**src/rtl/dcsd_pkg.sv**
```systemverilog
// Shared types and constants of the display command stream decoder.
// No dependencies; used by dcsd_decode and display_command_stream_decoder_top.
`default_nettype none

package dcsd_pkg;

  // Opcodes 15 and above are dropped in opcode position.
  localparam int OPCODE_COUNT  = 15;
  localparam int TESTER_POINTS = 480;

  localparam int STEP_W = 3;
  typedef logic [STEP_W-1:0] step_t;
  localparam step_t STEP_IDLE = 3'd0;
  localparam step_t STEP_MAX  = 3'd6;

  typedef enum logic [3:0] {
    OP_NOP     = 4'd0,
    OP_BUTTON  = 4'd1,
    OP_BEGIN   = 4'd2,
    OP_END     = 4'd3,
    OP_COLOR   = 4'd4,
    OP_FILL    = 4'd5,
    OP_TEXT    = 4'd6,
    OP_PALETTE = 4'd7,
    OP_RECT    = 4'd8,
    OP_VLINE   = 4'd9,
    OP_HLINE   = 4'd10,
    OP_FONT    = 4'd11,
    OP_POINT   = 4'd12,
    OP_LINE    = 4'd13,
    OP_TESTER  = 4'd14
  } op_t;

  typedef enum logic [3:0] {
    K_BEGIN   = 4'd0,
    K_END     = 4'd1,
    K_COLOR   = 4'd2,
    K_FILL    = 4'd3,
    K_TEXT    = 4'd4,
    K_PALETTE = 4'd5,
    K_RECT    = 4'd6,
    K_VLINE   = 4'd7,
    K_HLINE   = 4'd8,
    K_FONT    = 4'd9,
    K_POINT   = 4'd10,
    K_LINE    = 4'd11,
    K_TESTER  = 4'd12
  } kind_t;

  // One decoded drawing record.
  typedef struct packed {
    kind_t       kind;
    logic [15:0] x_pos;
    logic [7:0]  y_pos;
    logic [15:0] x_end;
    logic [7:0]  y_end;
    logic [31:0] value_word;
    logic [7:0]  aux_byte;
    logic [8:0]  element_index;
    logic [7:0]  element_byte;
    logic [8:0]  element_count;
    logic        last_element;
  } rec_t;

endpackage

`default_nettype wire

```
**src/rtl/dcsd_decode.sv**
```systemverilog
// Command assembler: holds the per-command state and turns each accepted byte
// into at most one decoded record. Depends on dcsd_pkg.
`default_nettype none

module dcsd_decode (
  input  wire logic          clk,
  input  wire logic          rst_n,
  input  wire logic          beat_valid,
  input  wire logic [7:0]    beat_byte,
  output dcsd_pkg::rec_t     res,
  output logic               res_valid
);

  dcsd_pkg::step_t step_r, step_nxt;
  dcsd_pkg::op_t   cmd_r, cmd_nxt;
  logic [15:0]     first_x_r, first_x_nxt;
  logic [7:0]      first_y_r, first_y_nxt;
  logic [15:0]     second_x_r, second_x_nxt;
  logic [31:0]     palette_r, palette_nxt;
  logic [7:0]      slot_r, slot_nxt;
  logic [7:0]      pcolor_r, pcolor_nxt;
  logic [7:0]      run_len_r, run_len_nxt;
  logic [8:0]      run_pos_r, run_pos_nxt;

  dcsd_pkg::op_t   cmd;
  logic            bad_op;
  logic            done;
  logic            hold;
  logic            last;
  logic [9:0]      pos_inc;

  assign bad_op  = (step_r == dcsd_pkg::STEP_IDLE) &&
                   (beat_byte >= 8'(dcsd_pkg::OPCODE_COUNT));
  assign cmd     = (step_r == dcsd_pkg::STEP_IDLE) ? dcsd_pkg::op_t'(beat_byte[3:0]) : cmd_r;
  assign pos_inc = {1'b0, run_pos_r} + 10'd1;

  always_comb begin
    step_nxt     = step_r;
    cmd_nxt      = cmd_r;
    first_x_nxt  = first_x_r;
    first_y_nxt  = first_y_r;
    second_x_nxt = second_x_r;
    palette_nxt  = palette_r;
    slot_nxt     = slot_r;
    pcolor_nxt   = pcolor_r;
    run_len_nxt  = run_len_r;
    run_pos_nxt  = run_pos_r;
    res          = '0;
    res_valid    = 1'b0;
    done         = 1'b0;
    hold         = 1'b0;
    last         = 1'b0;

    if (beat_valid && bad_op) begin
      cmd_nxt = dcsd_pkg::OP_NOP;
    end else if (beat_valid) begin
      cmd_nxt = cmd;
      unique case (cmd)
        dcsd_pkg::OP_NOP: begin
          done = 1'b1;
        end
        dcsd_pkg::OP_BUTTON: begin
          done = (step_r >= 3'd2);
        end
        dcsd_pkg::OP_BEGIN, dcsd_pkg::OP_COLOR, dcsd_pkg::OP_FONT: begin
          if (step_r != dcsd_pkg::STEP_IDLE) begin
            res_valid      = 1'b1;
            res.kind       = (cmd == dcsd_pkg::OP_BEGIN) ? dcsd_pkg::K_BEGIN :
                             (cmd == dcsd_pkg::OP_COLOR) ? dcsd_pkg::K_COLOR :
                                                           dcsd_pkg::K_FONT;
            res.value_word = {24'd0, beat_byte};
            done           = 1'b1;
          end
        end
        dcsd_pkg::OP_END: begin
          res_valid = 1'b1;
          res.kind  = dcsd_pkg::K_END;
          done      = 1'b1;
        end
        dcsd_pkg::OP_FILL, dcsd_pkg::OP_RECT, dcsd_pkg::OP_LINE: begin
          unique case (step_r)
            3'd0: ;
            3'd1: first_x_nxt  = {8'd0, beat_byte};
            3'd2: first_x_nxt  = {beat_byte, first_x_r[7:0]};
            3'd3: first_y_nxt  = beat_byte;
            3'd4: second_x_nxt = {8'd0, beat_byte};
            3'd5: second_x_nxt = {beat_byte, second_x_r[7:0]};
            default: begin
              res_valid = 1'b1;
              res.kind  = (cmd == dcsd_pkg::OP_FILL) ? dcsd_pkg::K_FILL :
                          (cmd == dcsd_pkg::OP_RECT) ? dcsd_pkg::K_RECT :
                                                       dcsd_pkg::K_LINE;
              res.x_pos = first_x_r;
              res.y_pos = first_y_r;
              res.x_end = second_x_r;
              res.y_end = beat_byte;
              done      = 1'b1;
            end
          endcase
        end
        dcsd_pkg::OP_TEXT: begin
          unique case (step_r)
            3'd0: ;
            3'd1: first_x_nxt = {8'd0, beat_byte};
            3'd2: first_x_nxt = {beat_byte, first_x_r[7:0]};
            3'd3: first_y_nxt = beat_byte;
            3'd4: begin
              run_len_nxt = beat_byte;
              run_pos_nxt = '0;
              // An empty text completes at once with a single closing record.
              if (beat_byte == 8'd0) begin
                res_valid        = 1'b1;
                res.kind         = dcsd_pkg::K_TEXT;
                res.x_pos        = first_x_r;
                res.y_pos        = first_y_r;
                res.last_element = 1'b1;
                done             = 1'b1;
              end
            end
            default: begin
              hold              = 1'b1;
              last              = (pos_inc >= {2'd0, run_len_r});
              res_valid         = 1'b1;
              res.kind          = dcsd_pkg::K_TEXT;
              res.x_pos         = first_x_r;
              res.y_pos         = first_y_r;
              res.element_index = run_pos_r;
              res.element_byte  = beat_byte;
              res.element_count = {1'b0, run_len_r};
              res.last_element  = last;
              run_pos_nxt       = pos_inc[8:0];
              done              = last;
            end
          endcase
        end
        dcsd_pkg::OP_PALETTE: begin
          unique case (step_r)
            3'd0: ;
            3'd1: slot_nxt    = beat_byte;
            3'd2: palette_nxt = {24'd0, beat_byte};
            3'd3: palette_nxt = {16'd0, beat_byte, palette_r[7:0]};
            3'd4: palette_nxt = {8'd0, beat_byte, palette_r[15:0]};
            default: begin
              palette_nxt    = {beat_byte, palette_r[23:0]};
              res_valid      = 1'b1;
              res.kind       = dcsd_pkg::K_PALETTE;
              res.value_word = {beat_byte, palette_r[23:0]};
              res.aux_byte   = slot_r;
              done           = 1'b1;
            end
          endcase
        end
        dcsd_pkg::OP_VLINE: begin
          unique case (step_r)
            3'd0: ;
            3'd1: first_x_nxt = {8'd0, beat_byte};
            3'd2: first_x_nxt = {beat_byte, first_x_r[7:0]};
            3'd3: first_y_nxt = beat_byte;
            default: begin
              res_valid = 1'b1;
              res.kind  = dcsd_pkg::K_VLINE;
              res.x_pos = first_x_r;
              res.y_pos = first_y_r;
              res.y_end = beat_byte;
              done      = 1'b1;
            end
          endcase
        end
        dcsd_pkg::OP_HLINE: begin
          unique case (step_r)
            3'd0: ;
            3'd1: first_y_nxt  = beat_byte;
            3'd2: first_x_nxt  = {8'd0, beat_byte};
            3'd3: first_x_nxt  = {beat_byte, first_x_r[7:0]};
            3'd4: second_x_nxt = {8'd0, beat_byte};
            default: begin
              second_x_nxt = {beat_byte, second_x_r[7:0]};
              res_valid    = 1'b1;
              res.kind     = dcsd_pkg::K_HLINE;
              res.x_pos    = first_x_r;
              res.y_pos    = first_y_r;
              res.x_end    = {beat_byte, second_x_r[7:0]};
              done         = 1'b1;
            end
          endcase
        end
        dcsd_pkg::OP_POINT: begin
          unique case (step_r)
            3'd0: ;
            3'd1: first_x_nxt = {8'd0, beat_byte};
            3'd2: first_x_nxt = {beat_byte, first_x_r[7:0]};
            default: begin
              res_valid = 1'b1;
              res.kind  = dcsd_pkg::K_POINT;
              res.x_pos = first_x_r;
              res.y_pos = beat_byte;
              done      = 1'b1;
            end
          endcase
        end
        dcsd_pkg::OP_TESTER: begin
          unique case (step_r)
            3'd0: run_pos_nxt = '0;
            3'd1: slot_nxt    = beat_byte;
            3'd2: pcolor_nxt  = beat_byte;
            default: begin
              hold              = 1'b1;
              last              = (pos_inc >= 10'(dcsd_pkg::TESTER_POINTS));
              res_valid         = 1'b1;
              res.kind          = dcsd_pkg::K_TESTER;
              res.value_word    = {24'd0, slot_r};
              res.aux_byte      = pcolor_r;
              res.element_index = run_pos_r;
              res.element_byte  = beat_byte;
              res.element_count = 9'(dcsd_pkg::TESTER_POINTS);
              res.last_element  = last;
              run_pos_nxt       = pos_inc[8:0];
              done              = last;
            end
          endcase
        end
        default: begin
          done = 1'b1;
        end
      endcase

      if (done) begin
        step_nxt = dcsd_pkg::STEP_IDLE;
        cmd_nxt  = dcsd_pkg::OP_NOP;
      end else if (!hold) begin
        step_nxt = step_r + 3'd1;
      end
    end
  end

  always_ff @(posedge clk) begin
    if (!rst_n) begin
      step_r <= dcsd_pkg::STEP_IDLE;
      cmd_r  <= dcsd_pkg::OP_NOP;
    end else begin
      step_r <= step_nxt;
      cmd_r  <= cmd_nxt;
    end
  end

  always_ff @(posedge clk) begin
    first_x_r  <= first_x_nxt;
    first_y_r  <= first_y_nxt;
    second_x_r <= second_x_nxt;
    palette_r  <= palette_nxt;
    slot_r     <= slot_nxt;
    pcolor_r   <= pcolor_nxt;
    run_len_r  <= run_len_nxt;
    run_pos_r  <= run_pos_nxt;
  end

`ifndef NO_ASSERTIONS
  a_step_range: assert property (@(posedge clk) disable iff (!rst_n)
    step_r <= dcsd_pkg::STEP_MAX)
    else $error("command step counter out of range");

  a_bad_opcode: assert property (@(posedge clk) disable iff (!rst_n)
    (beat_valid && bad_op) |-> (!res_valid ##1 (step_r == dcsd_pkg::STEP_IDLE)))
    else $error("unknown opcode was not dropped");

  a_last_kind: assert property (@(posedge clk) disable iff (!rst_n)
    (res_valid && res.last_element) |->
      (res.kind == dcsd_pkg::K_TEXT || res.kind == dcsd_pkg::K_TESTER))
    else $error("last mark on a record that is not part of a run");
`endif

endmodule

`default_nettype wire

```
**src/rtl/display_command_stream_decoder_top.sv**
```systemverilog
// Top level of the display command stream decoder: byte input stream, decoded
// record output stream with a skid stage. Depends on dcsd_pkg and dcsd_decode.
//
//   Channel  Dir  Beat content                               Handshake
//   in_      in   one command byte (opcode or argument)      in_tvalid / in_tready
//   out_     out  one decoded drawing record                 out_tvalid / out_tready
//
// Every input beat is decoded in the cycle it is accepted; its record, if any, goes
// to the output register, or to the skid register while out_ stalls. A new byte
// can be taken in every cycle while the skid register is empty: the output register
// plus one skid register let input continue while a record waits; in_tready
// drops only when both hold a record. Reset (rst_n low, synchronous) returns
// the decoder to idle, waiting for an opcode, and empties both output registers.
`default_nettype none

module display_command_stream_decoder_top (
  input  wire logic         clk,
  input  wire logic         rst_n,
  input  wire logic         in_tvalid,
  output logic              in_tready,
  input  wire logic [7:0]   in_tdata,   // [7:0] data_byte
  output logic              out_tvalid,
  input  wire logic         out_tready,
  // [15:0] x_pos, [23:16] y_pos, [39:24] x_end, [47:40] y_end,
  // [79:48] value_word, [87:80] aux_byte, [96:88] element_index,
  // [104:97] element_byte, [113:105] element_count, [119:114] zero
  output logic [119:0]      out_tdata,
  output logic [3:0]        out_tuser,  // [3:0] command_kind
  output logic              out_tlast   // last_element
);

  logic            in_accept;
  logic            out_take;
  logic            out_free;
  dcsd_pkg::rec_t  dec_res;
  logic            dec_valid;

  logic            out_valid_r, out_valid_nxt;
  dcsd_pkg::rec_t  out_rec_r, out_rec_nxt;
  logic            skid_valid_r, skid_valid_nxt;
  dcsd_pkg::rec_t  skid_rec_r, skid_rec_nxt;

  // No byte is taken while reset is held.
  assign in_tready = rst_n && !skid_valid_r;
  assign in_accept = in_tvalid && in_tready;
  assign out_take  = out_valid_r && out_tready;
  assign out_free  = !out_valid_r || out_tready;

  dcsd_decode u_decode (
    .clk        (clk),
    .rst_n      (rst_n),
    .beat_valid (in_accept),
    .beat_byte  (in_tdata),
    .res        (dec_res),
    .res_valid  (dec_valid)
  );

  // A new record can only arrive while the skid register is empty, so the
  // skid register drains into the output register before anything else.
  always_comb begin
    out_valid_nxt  = out_valid_r;
    out_rec_nxt    = out_rec_r;
    skid_valid_nxt = skid_valid_r;
    skid_rec_nxt   = skid_rec_r;
    if (skid_valid_r) begin
      if (out_free) begin
        out_valid_nxt  = 1'b1;
        out_rec_nxt    = skid_rec_r;
        skid_valid_nxt = 1'b0;
      end
    end else if (in_accept && dec_valid) begin
      if (out_free) begin
        out_valid_nxt = 1'b1;
        out_rec_nxt   = dec_res;
      end else begin
        skid_valid_nxt = 1'b1;
        skid_rec_nxt   = dec_res;
      end
    end else if (out_take) begin
      out_valid_nxt = 1'b0;
    end
  end

  always_ff @(posedge clk) begin
    if (!rst_n) begin
      out_valid_r  <= 1'b0;
      skid_valid_r <= 1'b0;
    end else begin
      out_valid_r  <= out_valid_nxt;
      skid_valid_r <= skid_valid_nxt;
    end
  end

  always_ff @(posedge clk) begin
    out_rec_r  <= out_rec_nxt;
    skid_rec_r <= skid_rec_nxt;
  end

  assign out_tvalid = out_valid_r;
  assign out_tuser  = out_rec_r.kind;
  assign out_tlast  = out_rec_r.last_element;
  assign out_tdata  = {6'd0,
                       out_rec_r.element_count,
                       out_rec_r.element_byte,
                       out_rec_r.element_index,
                       out_rec_r.aux_byte,
                       out_rec_r.value_word,
                       out_rec_r.y_end,
                       out_rec_r.x_end,
                       out_rec_r.y_pos,
                       out_rec_r.x_pos};

`ifndef NO_ASSERTIONS
  a_skid_behind_out: assert property (@(posedge clk) disable iff (!rst_n)
    skid_valid_r |-> out_valid_r)
    else $error("skid register holds a record while the output is empty");

  a_skid_fill_on_stall: assert property (@(posedge clk) disable iff (!rst_n)
    $rose(skid_valid_r) |-> $past(out_valid_r && !out_tready && in_accept && dec_valid))
    else $error("skid register filled without an output stall");

  a_stall_goes_to_skid: assert property (@(posedge clk) disable iff (!rst_n)
    (in_accept && dec_valid && out_valid_r && !out_tready) |=> skid_valid_r)
    else $error("record produced during a stall was lost");
`endif

endmodule

`default_nettype wire

```
**config.mk**
```make
export PLATFORM = sky130hd
export DESIGN_NAME = display_command_stream_decoder_top
export DESIGN_NICKNAME = d
export VERILOG_FILES = /design/src/rtl/dcsd_pkg.sv /design/src/rtl/dcsd_decode.sv /design/src/rtl/display_command_stream_decoder_top.sv
export SDC_FILE = /design/constraint.sdc
export NUM_CORES = 1
export LEC_CHECK = 0
export BUFFER_PORTS_ARGS = -buffer_cell sky130_fd_sc_hd__clkbuf_2
export CAP_MARGIN = 40
export CORE_ASPECT_RATIO = 1.75
export CORE_MARGIN = 2
export CORE_UTILIZATION = 53
export CTS_CLUSTER_DIAMETER = 30
export DETAILED_ROUTE_END_ITERATION = 6
export PLACE_DENSITY = 0.79
export SLEW_MARGIN = 25
export SYNTH_ARGS = -nofsm -noshare
export SYNTH_HDL_FRONTEND = slang
export SYNTH_SLANG_ARGS = --single-unit
```
**constraint.sdc**
```tcl
create_clock -name clk -period 11 [get_ports clk]
set_input_delay 1.65 -clock clk [delete_from_list [all_inputs] [get_ports clk]]
set_output_delay 1.65 -clock clk [all_outputs]
set_load 0.05 [all_outputs]
```
# Word-level counts from Yosys, hierarchy flattened
# Cells that the tools add are included.
# word_totals
ff_bits,344
inputBits,12
out_inout_bits,127
elab_cells,210
# classes
add_sub_neg,2
order_cmp,4
n_eq_ne,37
n_mux,73
bitwise,7
n_reduce_logical,49
# ops
operator,count
$mux 119,6
$pmux 16 s2,7
$pmux 24 s5,1
$pmux 24 s4,1
$pmux 32 s3,1
$pmux 28 s2,1
$mux 27,2
$pmux 27 s2,1
$pmux 9 s2,3
$mux 52,1
$pmux 8 s2,3
$mux 44,1
$mux 43,1
$mux 40,1
$pmux 4 s9,1
$mux 4,8
$mux 8,4
$eq 4x4->1 const B,7
$mux 28,1
$mux 26,1
$reduce_and 5->1,5
$reduce_and 7->1,3
$mux 1,20
$ne 2x2->1 const B,10
36 further kinds,82

# Longest topological paths before layout
# Gate-level depths: netlist of the first run.
# depth
word_depth,12
ltp_mapped,12

# Cells and area by module
# From an unflattened synthesis of the first run, not the netlist that was laid out.
# hier_totals
hier_cells,984
hier_area_um2,15187.1
# by_module_without_submodules
module,instances,cells_each,area_per_inst_um2,seq_area_each_um2
display_command_stream_decoder_top,1,390,9027.4,7186.9
dcsd_decode,1,594,6159.7,3052.9

# Least setup slack after synthesis of the first run
# No wires, ideal clock.
# synth_path
path_kind,input -> register
start,input port rst_n
end,register skid_rec_r[0] in the netlist's numbering (enable)
t_arrival_ns,11.555
setup_slack_ns,-1.298
stages,6
n_path_buf,1
cell_sequence,clkbuf_1 nor2b_1 nand2_1 nor2_2 o311ai_0 nor3_1
# synth_via
elab_chain_cells,6
# synth_rtl
item,line_no,rtl
"start, declared",display_command_stream_decoder_top.sv:18,"input wire logic rst_n,"
$logic_and 1x1->1 (*),display_command_stream_decoder_top.sv:44,assign in_tready = rst_n && !skid_valid_r;
net in_tready,display_command_stream_decoder_top.sv:20,"output logic in_tready,"
$logic_and 1x1->1 (*),display_command_stream_decoder_top.sv:45,assign in_accept = in_tvalid && in_tready;
$mux 1 or $logic_and 1x1->1 (tied branches),"dcsd_decode.sv:56, dcsd_decode.sv:54",
$mux 1,dcsd_decode.sv:54,if (beat_valid && bad_op) begin
$logic_and 1x1->1 (*),display_command_stream_decoder_top.sv:71,end else if (in_accept && dec_valid) begin
$reduce_and 3->1 (no line) (*),--,
"end signal, assigned",display_command_stream_decoder_top.sv:96,skid_rec_r <= skid_rec_nxt;
"end, declared",display_command_stream_decoder_top.sv:41,"dcsd_pkg::rec_t skid_rec_r, skid_rec_nxt;"
# Mark *: on every way through the listed nets, which the timed path passes. The rest lies on a longest branch.
# A chain may end at the register's enable or synchronous reset.

# Worst setup path in the final report of the first run
# layout_path
start,input port in_tdata[1]
end,"register out_rec_r, in the netlist out_tdata[113] (enable)"
# layout_via
elab_chain_cells,9
# layout_rtl
item,line_no,rtl
"start, declared",display_command_stream_decoder_top.sv:21,"input wire logic [7:0] in_tdata,"
$logic_not 8->1 or $mux 4 (tied branches),"dcsd_decode.sv:111, dcsd_decode.sv:34",
"$mux 1, or another cell as far along",dcsd_decode.sv:111,if (beat_byte == 8'd0) begin
"$pmux 1 s2, or another cell as far along",dcsd_decode.sv:102,unique case (step_r)
$pmux 1 s7,dcsd_decode.sv:58,unique case (cmd)
$mux 1,dcsd_decode.sv:56,end else if (beat_valid) begin
$mux 1 (*),dcsd_decode.sv:54,
$logic_and 1x1->1 (*),display_command_stream_decoder_top.sv:71,
$ne 2x2->1 (no line) or $reduce_bool 2->1 (tied branches),--,
$reduce_and 3->1 (no line) (*),--,
"end signal, assigned",display_command_stream_decoder_top.sv:95,out_rec_r <= out_rec_nxt;
"end, declared",display_command_stream_decoder_top.sv:39,"dcsd_pkg::rec_t out_rec_r, out_rec_nxt;"
# Every way passes the cells marked *; elsewhere a longest branch is shown, timed or not.

==> run summary, run 1 <==
status: complete, no violations
Hold WC Path Type: reg -> reg
share of the synthesized area in the top cell type: 0.6962
switching fraction of total power: 0.2116
Syn Inst Count: 998
cts repair resizes: 0
vias post-DR: 8800
FF/Latch Area: 0.01024 mm2
Num Clock Sinks: 344
area leader, netlist: edfxtp_1
root buffer cell: clkbuf_16
crit path DAT: 6030 ps
Final Hold Violating Endpoints: 0
power share of the clock group: 0.467
Post-DP HPWL: 21.40 mm
die span in y: 222.4 um
period utilization: 0.5334
die outline width: 128.8 um
final setup vio count: 0
# fillers: 2018
worst-margin pin slew: 889.9 ps
Cell Rows: 80
first-pass GRT wire length: 48.46 mm
Setup WS pre-CTS: 4607 ps
Crit. End Element: register
CORE AREA: 0.02703 mm2
crit-path max cell delay: 720 ps
peak supply drop: 0.1139 mV
Layout area overhead: 16.71%
FF-to-FF path depth: 12
layout cells sized above 1: 0.2147
ANT cells: 0
internal power: 2.194 mW
ys async rst share: 0
Worst path slowest cell: buf_4
Ys Warns: 0
Final GP Congestion: 0.9552
Initial DRC Count: 828
P_sw: 588.9 uW
Pwr Total: 2.783 mW
DR pass1 iterations: 6
Max Fclk: 0.1704 GHz
max-cap violations: 0
vias in the first global route: 8759
Pleak: 6.540 nW
crit-path max FO: 67
Seq cells post-synth: 344
Routed WL per cell: 21.42 um
largest net degree at the start of global routing: 74
Global Route Usage Sum: 0.2218
CTS buffer count: 40
sequential share of power: 0.511
Detailed Route WL: 32.06 mm
post-route ant nets: 0
Slew Limit Fails: 0
CTS tree: built
I/O Pins: 139
Comb pwr share: 0.022
synth top area cells: edfxtp_1, a21o_1, and2_1
EDFF count, synth: 335
unrepaired setup endpoints after global routing: false
gr ovfl total: 0
worst setup margin: 5132 ps
initial core utilization: 0.5347
count leader, synth: edfxtp_1
critical path's most frequent cell: buf_4
register area share after synthesis: 0.7086
post-CTS repair timing setup buffer count: 0
CP cell instances: clkbuf_2, nor4bb_1, a31oi_1, nor3_2, a2111o_1, o311ai_0, nor2b_1, nor2b_4, buf_4, buf_4
setup total negative slack: 0 ps
top cells by count, synth: edfxtp_1, and2_1, a21o_1, nor2_1, clkbuf_1
Crit path required time: 11160 ps
min Tclk post-route: 5868 ps
syn_area_per_cell: 14.48 um2
Die ar.: 0.02865 mm2
PwrDens: 165.0 mW/mm2
Synth Flop Type: edfxtp_1
hold buffer count at cts: 0
Remaining DRCs: 0
kind of critical path: in -> reg
Multi-input gate area: 0.003925 mm2
startpoint type of the worst setup path: primary input
port bufs: 132
initial antenna violation count: 0
mapped cell area: 0.01445 mm2
Hold Crit Depth: 1
Final #Nets: 1167
H-tree Lvls: 2
Longest Clk Path Bufs: 3
Slew headroom: 0.4067
Skew-Pair Late Insertion Delay: 540 ps
final core utilization: 0.6240
DR vias/cell: 5.878
clk slew on worst S/H paths: 60 ps
Clock Skew: 10.22 ps
Yosys cell types: 66
-- cells by family (layout without fill, tap and decap cells) --
kind of cell,after synthesis,count (layout),synth area share
flip-flops,344,344,0.7086
AND/OR/NAND/NOR,305,305,0.1145
AO/OA/AOI/OAI,231,231,0.1225
buffers and inverters,81,247,0.02442
adder cells (fa/ha/maj),16,16,0.01385
multiplexers,12,12,0.01100
XOR/XNOR,8,8,0.004849
other,1,6,0.0002595
-- routing by layer --
metal | vias to the layer above | part of all wire | GRT usage
met5 | - | 0 | 0
li1 | 4049 | - | -
met1 | 4379 | 0.37 | 0.2590
met2 | 294 | 0.54 | 0.3939
met4 | 0 | 0.043 | 0.1034
met3 | 78 | 0.048 | 0.03684
-- per-stage QoR --
stage	cell area (um2)	std cells	hold WS, ps
global placement	15420	1416	505.5
floorplan	14470	1003	478.4
detailed placement	15490	1423	505.9
finish	16860	1497	520.9
CTS	16830	1495	522.8
global route	16860	1497	539.8
-- worst max-delay path, delay by kind of cell --
family,cells,cell delay [ps]
simple gates,4,1860
compound gates,3,670
buf+inv,3,1690
-- power by group through the flow --
stage                     Combinational (mW)  Sequential [mW]  Clock (mW)
after floorplan                       0.0412             1.45           0
after global placement                0.0588             1.45           0
after detailed placement              0.0593             1.45           0
after CTS                             0.0595             1.42        1.32
after global routing                  0.0638             1.42        1.37
final                                 0.0606             1.42        1.30
-- layout make-up --
class,count,area share
multi-input combinational,578,0.2327
sequential,344,0.6074
clock buffer,46,0.06254
tap,328,0.02433
timing repair buffer,157,0.05238
clock inverter,26,0.01662
inverter,18,0.004006
-- layout by cell type (no fill, tap or decap), drive strengths merged, types with 10 or more instances in the layout --
| cell | synthesis | layout |
|---|---|---|
| buf | 17 | 24 |
| and2 | 106 | 106 |
| a21oi | 16 | 16 |
| a21o | 97 | 97 |
| nor2b | 29 | 29 |
| clkinv | 0 | 15 |
| edfxtp | 335 | 335 |
| a22o | 25 | 25 |
| ha | 16 | 16 |
| nor3 | 16 | 16 |
| a22oi | 26 | 26 |
| and3 | 13 | 13 |
| nand3 | 12 | 12 |
| inv | 18 | 24 |
| nand2 | 34 | 34 |
| clkbuf | 46 | 179 |
| a31oi | 10 | 10 |
| nor2 | 70 | 70 |
-- worst paths after layout --
kind                                        start                       end  slack, ps
hold / removal           skid_rec_r[24]$_DFFE_PP_   out_tdata[94]$_DFFE_PP_        520
hold reg to reg          skid_rec_r[24]$_DFFE_PP_   out_tdata[94]$_DFFE_PP_        520
setup reg to reg  u_decode.step_r[1]$_SDFFE_PN0P_  out_tdata[113]$_DFFE_PP_       5510
setup / recovery                      in_tdata[1]  out_tdata[113]$_DFFE_PP_       5130
-- sequential cells by signal (all words and copies together) (netlist names), 9 cells and up --
register and cells:
out_tdata 114, u_decode.second_x_r 16, skid_rec_r 119, u_decode.palette_r 24
u_decode.run_pos_r 9, u_decode.first_x_r 16
Note: power is estimated with default switching activity, not from simulation.
==> inputs of run 2 (changes only) <==
- clock period: 11 -> 4.75 ns (I/O delays scaled with it)
==> run summary, run 2 (synthesized netlist as in run 1, its figures left out) <==
setup total negative slack: 0 ps (unchanged)
Top reg by flops: skid_rec_r
die outline width: 128.8 um (unchanged)
Global Route Usage Sum: 0.2329 (+0.01107)
Layout area overhead: 16.92%
crit-path max cell delay: 650 ps (-70 ps)
H-tree Lvls: 2 (unchanged)
status: complete, but fails checks
Num Clock Sinks: 344 (unchanged)
Pleak: 6.543 nW (about the same)
worst setup margin: 830.3 ps (-4302 ps)
worst-margin pin slew: 840.0 ps (-49.91 ps)
gr ovfl total: 0 (unchanged)
Crit. End Element: register
PwrDens: 372.2 mW/mm2 (+130%)
min Tclk post-route: 3920 ps
Multi-input gate area: 0.003960 mm2 (+0.89%)
Final #Nets: 1176 (+0.77%)
Post-DP HPWL: 22.08 mm (+3.2%)
crit-path max FO: 57 (-15%)
clk slew on worst S/H paths: 60 ps (about the same)
root buffer cell: clkbuf_16
crit path DAT: 4110 ps (-1920 ps)
Pwr Total: 6.289 mW (+130%)
first-pass GRT wire length: 50.49 mm (+4.2%)
largest net degree at the start of global routing: 87 (+18%)
port bufs: 132 (unchanged)
final setup vio count: 0 (unchanged)
power share of the clock group: 0.452 (-0.015)
cts repair resizes: 0 (unchanged)
period utilization: 0.8252
Longest Clk Path Bufs: 3 (unchanged)
Hold Slack: 522.2 ps (+1.309 ps)
max-cap violations: 0 (unchanged)
Detailed Route WL: 33.11 mm (+3.3%)
startpoint type of the worst setup path: register
# fillers: 1991 (-1.3%)
Skew-Pair Late Insertion Delay: 540 ps (about the same)
Final Hold Violating Endpoints: 0 (unchanged)
Routed WL per cell: 22.02 um (+2.8%)
sequential share of power: 0.523 (+0.012)
FF/Latch Area: 0.01024 mm2 (about the same)
Slew Limit Fails: 0 (unchanged)
CORE AREA: 0.02703 mm2 (unchanged)
Final GP Congestion: 0.9055 (-5.2%)
placed cell areas: 0.01568 mm2 (+1.2%)
die span in y: 222.4 um (unchanged)
Max Fclk: 0.2551 GHz
kind of critical path: reg -> reg
layout cells sized above 1: 0.2194 (+0.004674)
vias post-DR: 8867 (+0.76%)
max reg flops: 119 (unchanged)
switching fraction of total power: 0.2092 (-0.002391)
I/O Pins: 139 (unchanged)
DR pass1 iterations: 7 (+1)
CP cell instances: inv_1, ha_1, nand2b_4, o2111ai_1, nor2_1, a2111o_1, o311ai_4, nor2b_1, nor2b_4, buf_12
vias in the first global route: 8942 (+2.1%)
Crit path required time: 4940 ps (-6220 ps)
ANT cells: 0 (unchanged)
initial antenna violation count: 0 (unchanged)
Worst path slowest cell: nor2_1
post-CTS repair timing setup buffer count: 0 (unchanged)
Comb pwr share: 0.024 (+0.002)
peak supply drop: 0.3258 mV (+190%)
Cell Rows: 80 (unchanged)
design area: 0.01690 mm2 (+0.18%)
Die ar.: 0.02865 mm2 (unchanged)
P_sw: 1.316 mW (+120%)
most common cell after layout, fill and taps aside: edfxtp_1
CTS tree: built
commonest cells after routing, fill and taps aside: edfxtp_1, clkbuf_2, and2_1
Initial DRC Count: 758 (-8.5%)
Remaining DRCs: 1 (+1)
Hold WC Path Type: reg -> reg
CTS buffer count: 37 (-7.5%)
Setup WS pre-CTS: 821.3 ps (-3786 ps)
hold buffer count at cts: 0 (unchanged)
internal power: 4.973 mW (+130%)
FF-to-FF path depth: 10 (-2)
DR vias/cell: 5.896 (+0.29%)
unrepaired setup endpoints after global routing: false
Clock Skew: 23.93 ps (+13.70 ps)
Hold Crit Depth: 1 (unchanged)
post-route ant nets: 0 (unchanged)
Slew headroom: 0.4363 (+0.02952)
initial core utilization: 0.5347 (unchanged)
violated checks: DRC
## run 2: cell types whose count changed in the layout (fill, tap and decap cells not counted), sizes merged
cell,previous run,this run
inv,24,26
clkbuf,179,176
buf,24,37
clkinvlp,3,6
clkinv,15,7
## run 2: per-layer routing
layer,track usage,part of all wire,vias up
li1,-,-,4071
met1,0.2730,0.37,4368
met2,0.4118,0.54,332
met3,0.03395,0.045,96
met4,0.1171,0.048,0
met5,0,0,-
## run 2: critical path: cells and delay by family (launching register included)
| kind | cells | cell delay [ps] |
|---|---|---|
| simple gates | 4 | 1570 |
| compound gates | 3 | 700 |
| flops | 1 | 430 |
| buf+inv | 2 | 430 |
| fa+ha+maj | 1 | 350 |
## run 2: metrics by stage
stage               utilization  instances
floorplan                     -       1003
global placement         0.5788       1435
detailed placement       0.5800       1437
CTS                      0.6251       1504
global route             0.6251       1504
finish                   0.6251       1504
## run 2: final timing paths
kind | end | slack, ps | from
worst min register to register | out_tdata[50]$_DFFE_PP_ | 520 | skid_rec_r[37]$_DFFE_PP_
worst max register to register | out_tdata[93]$_DFFE_PP_ | 830 | u_decode.step_r[1]$_SDFFE_PN0P_
worst max-delay path | out_tdata[93]$_DFFE_PP_ | 830 | u_decode.step_r[1]$_SDFFE_PN0P_
worst min-delay path | out_tdata[50]$_DFFE_PP_ | 520 | skid_rec_r[37]$_DFFE_PP_
## run 2: power by group through the flow
stage / Clock [mW] / Combinational (mW) / Sequential (mW)
2_1_floorplan: 0 / 0.102 / 3.36
3_3_place_gp: 0 / 0.152 / 3.36
3_5_place_dp: 0 / 0.152 / 3.36
4_1_cts: 2.89 / 0.152 / 3.29
5_1_grt: 3.01 / 0.163 / 3.29
6_report: 2.84 / 0.154 / 3.29
## run 2: final cells by class
cell class,instances,area share
multi-input cells,578,0.2344
clock buffers,44,0.05888
well taps,328,0.02429
flip-flops and latches,344,0.6064
repair buffers,169,0.05880
inverters,18,0.003999
clock inverters,23,0.01326
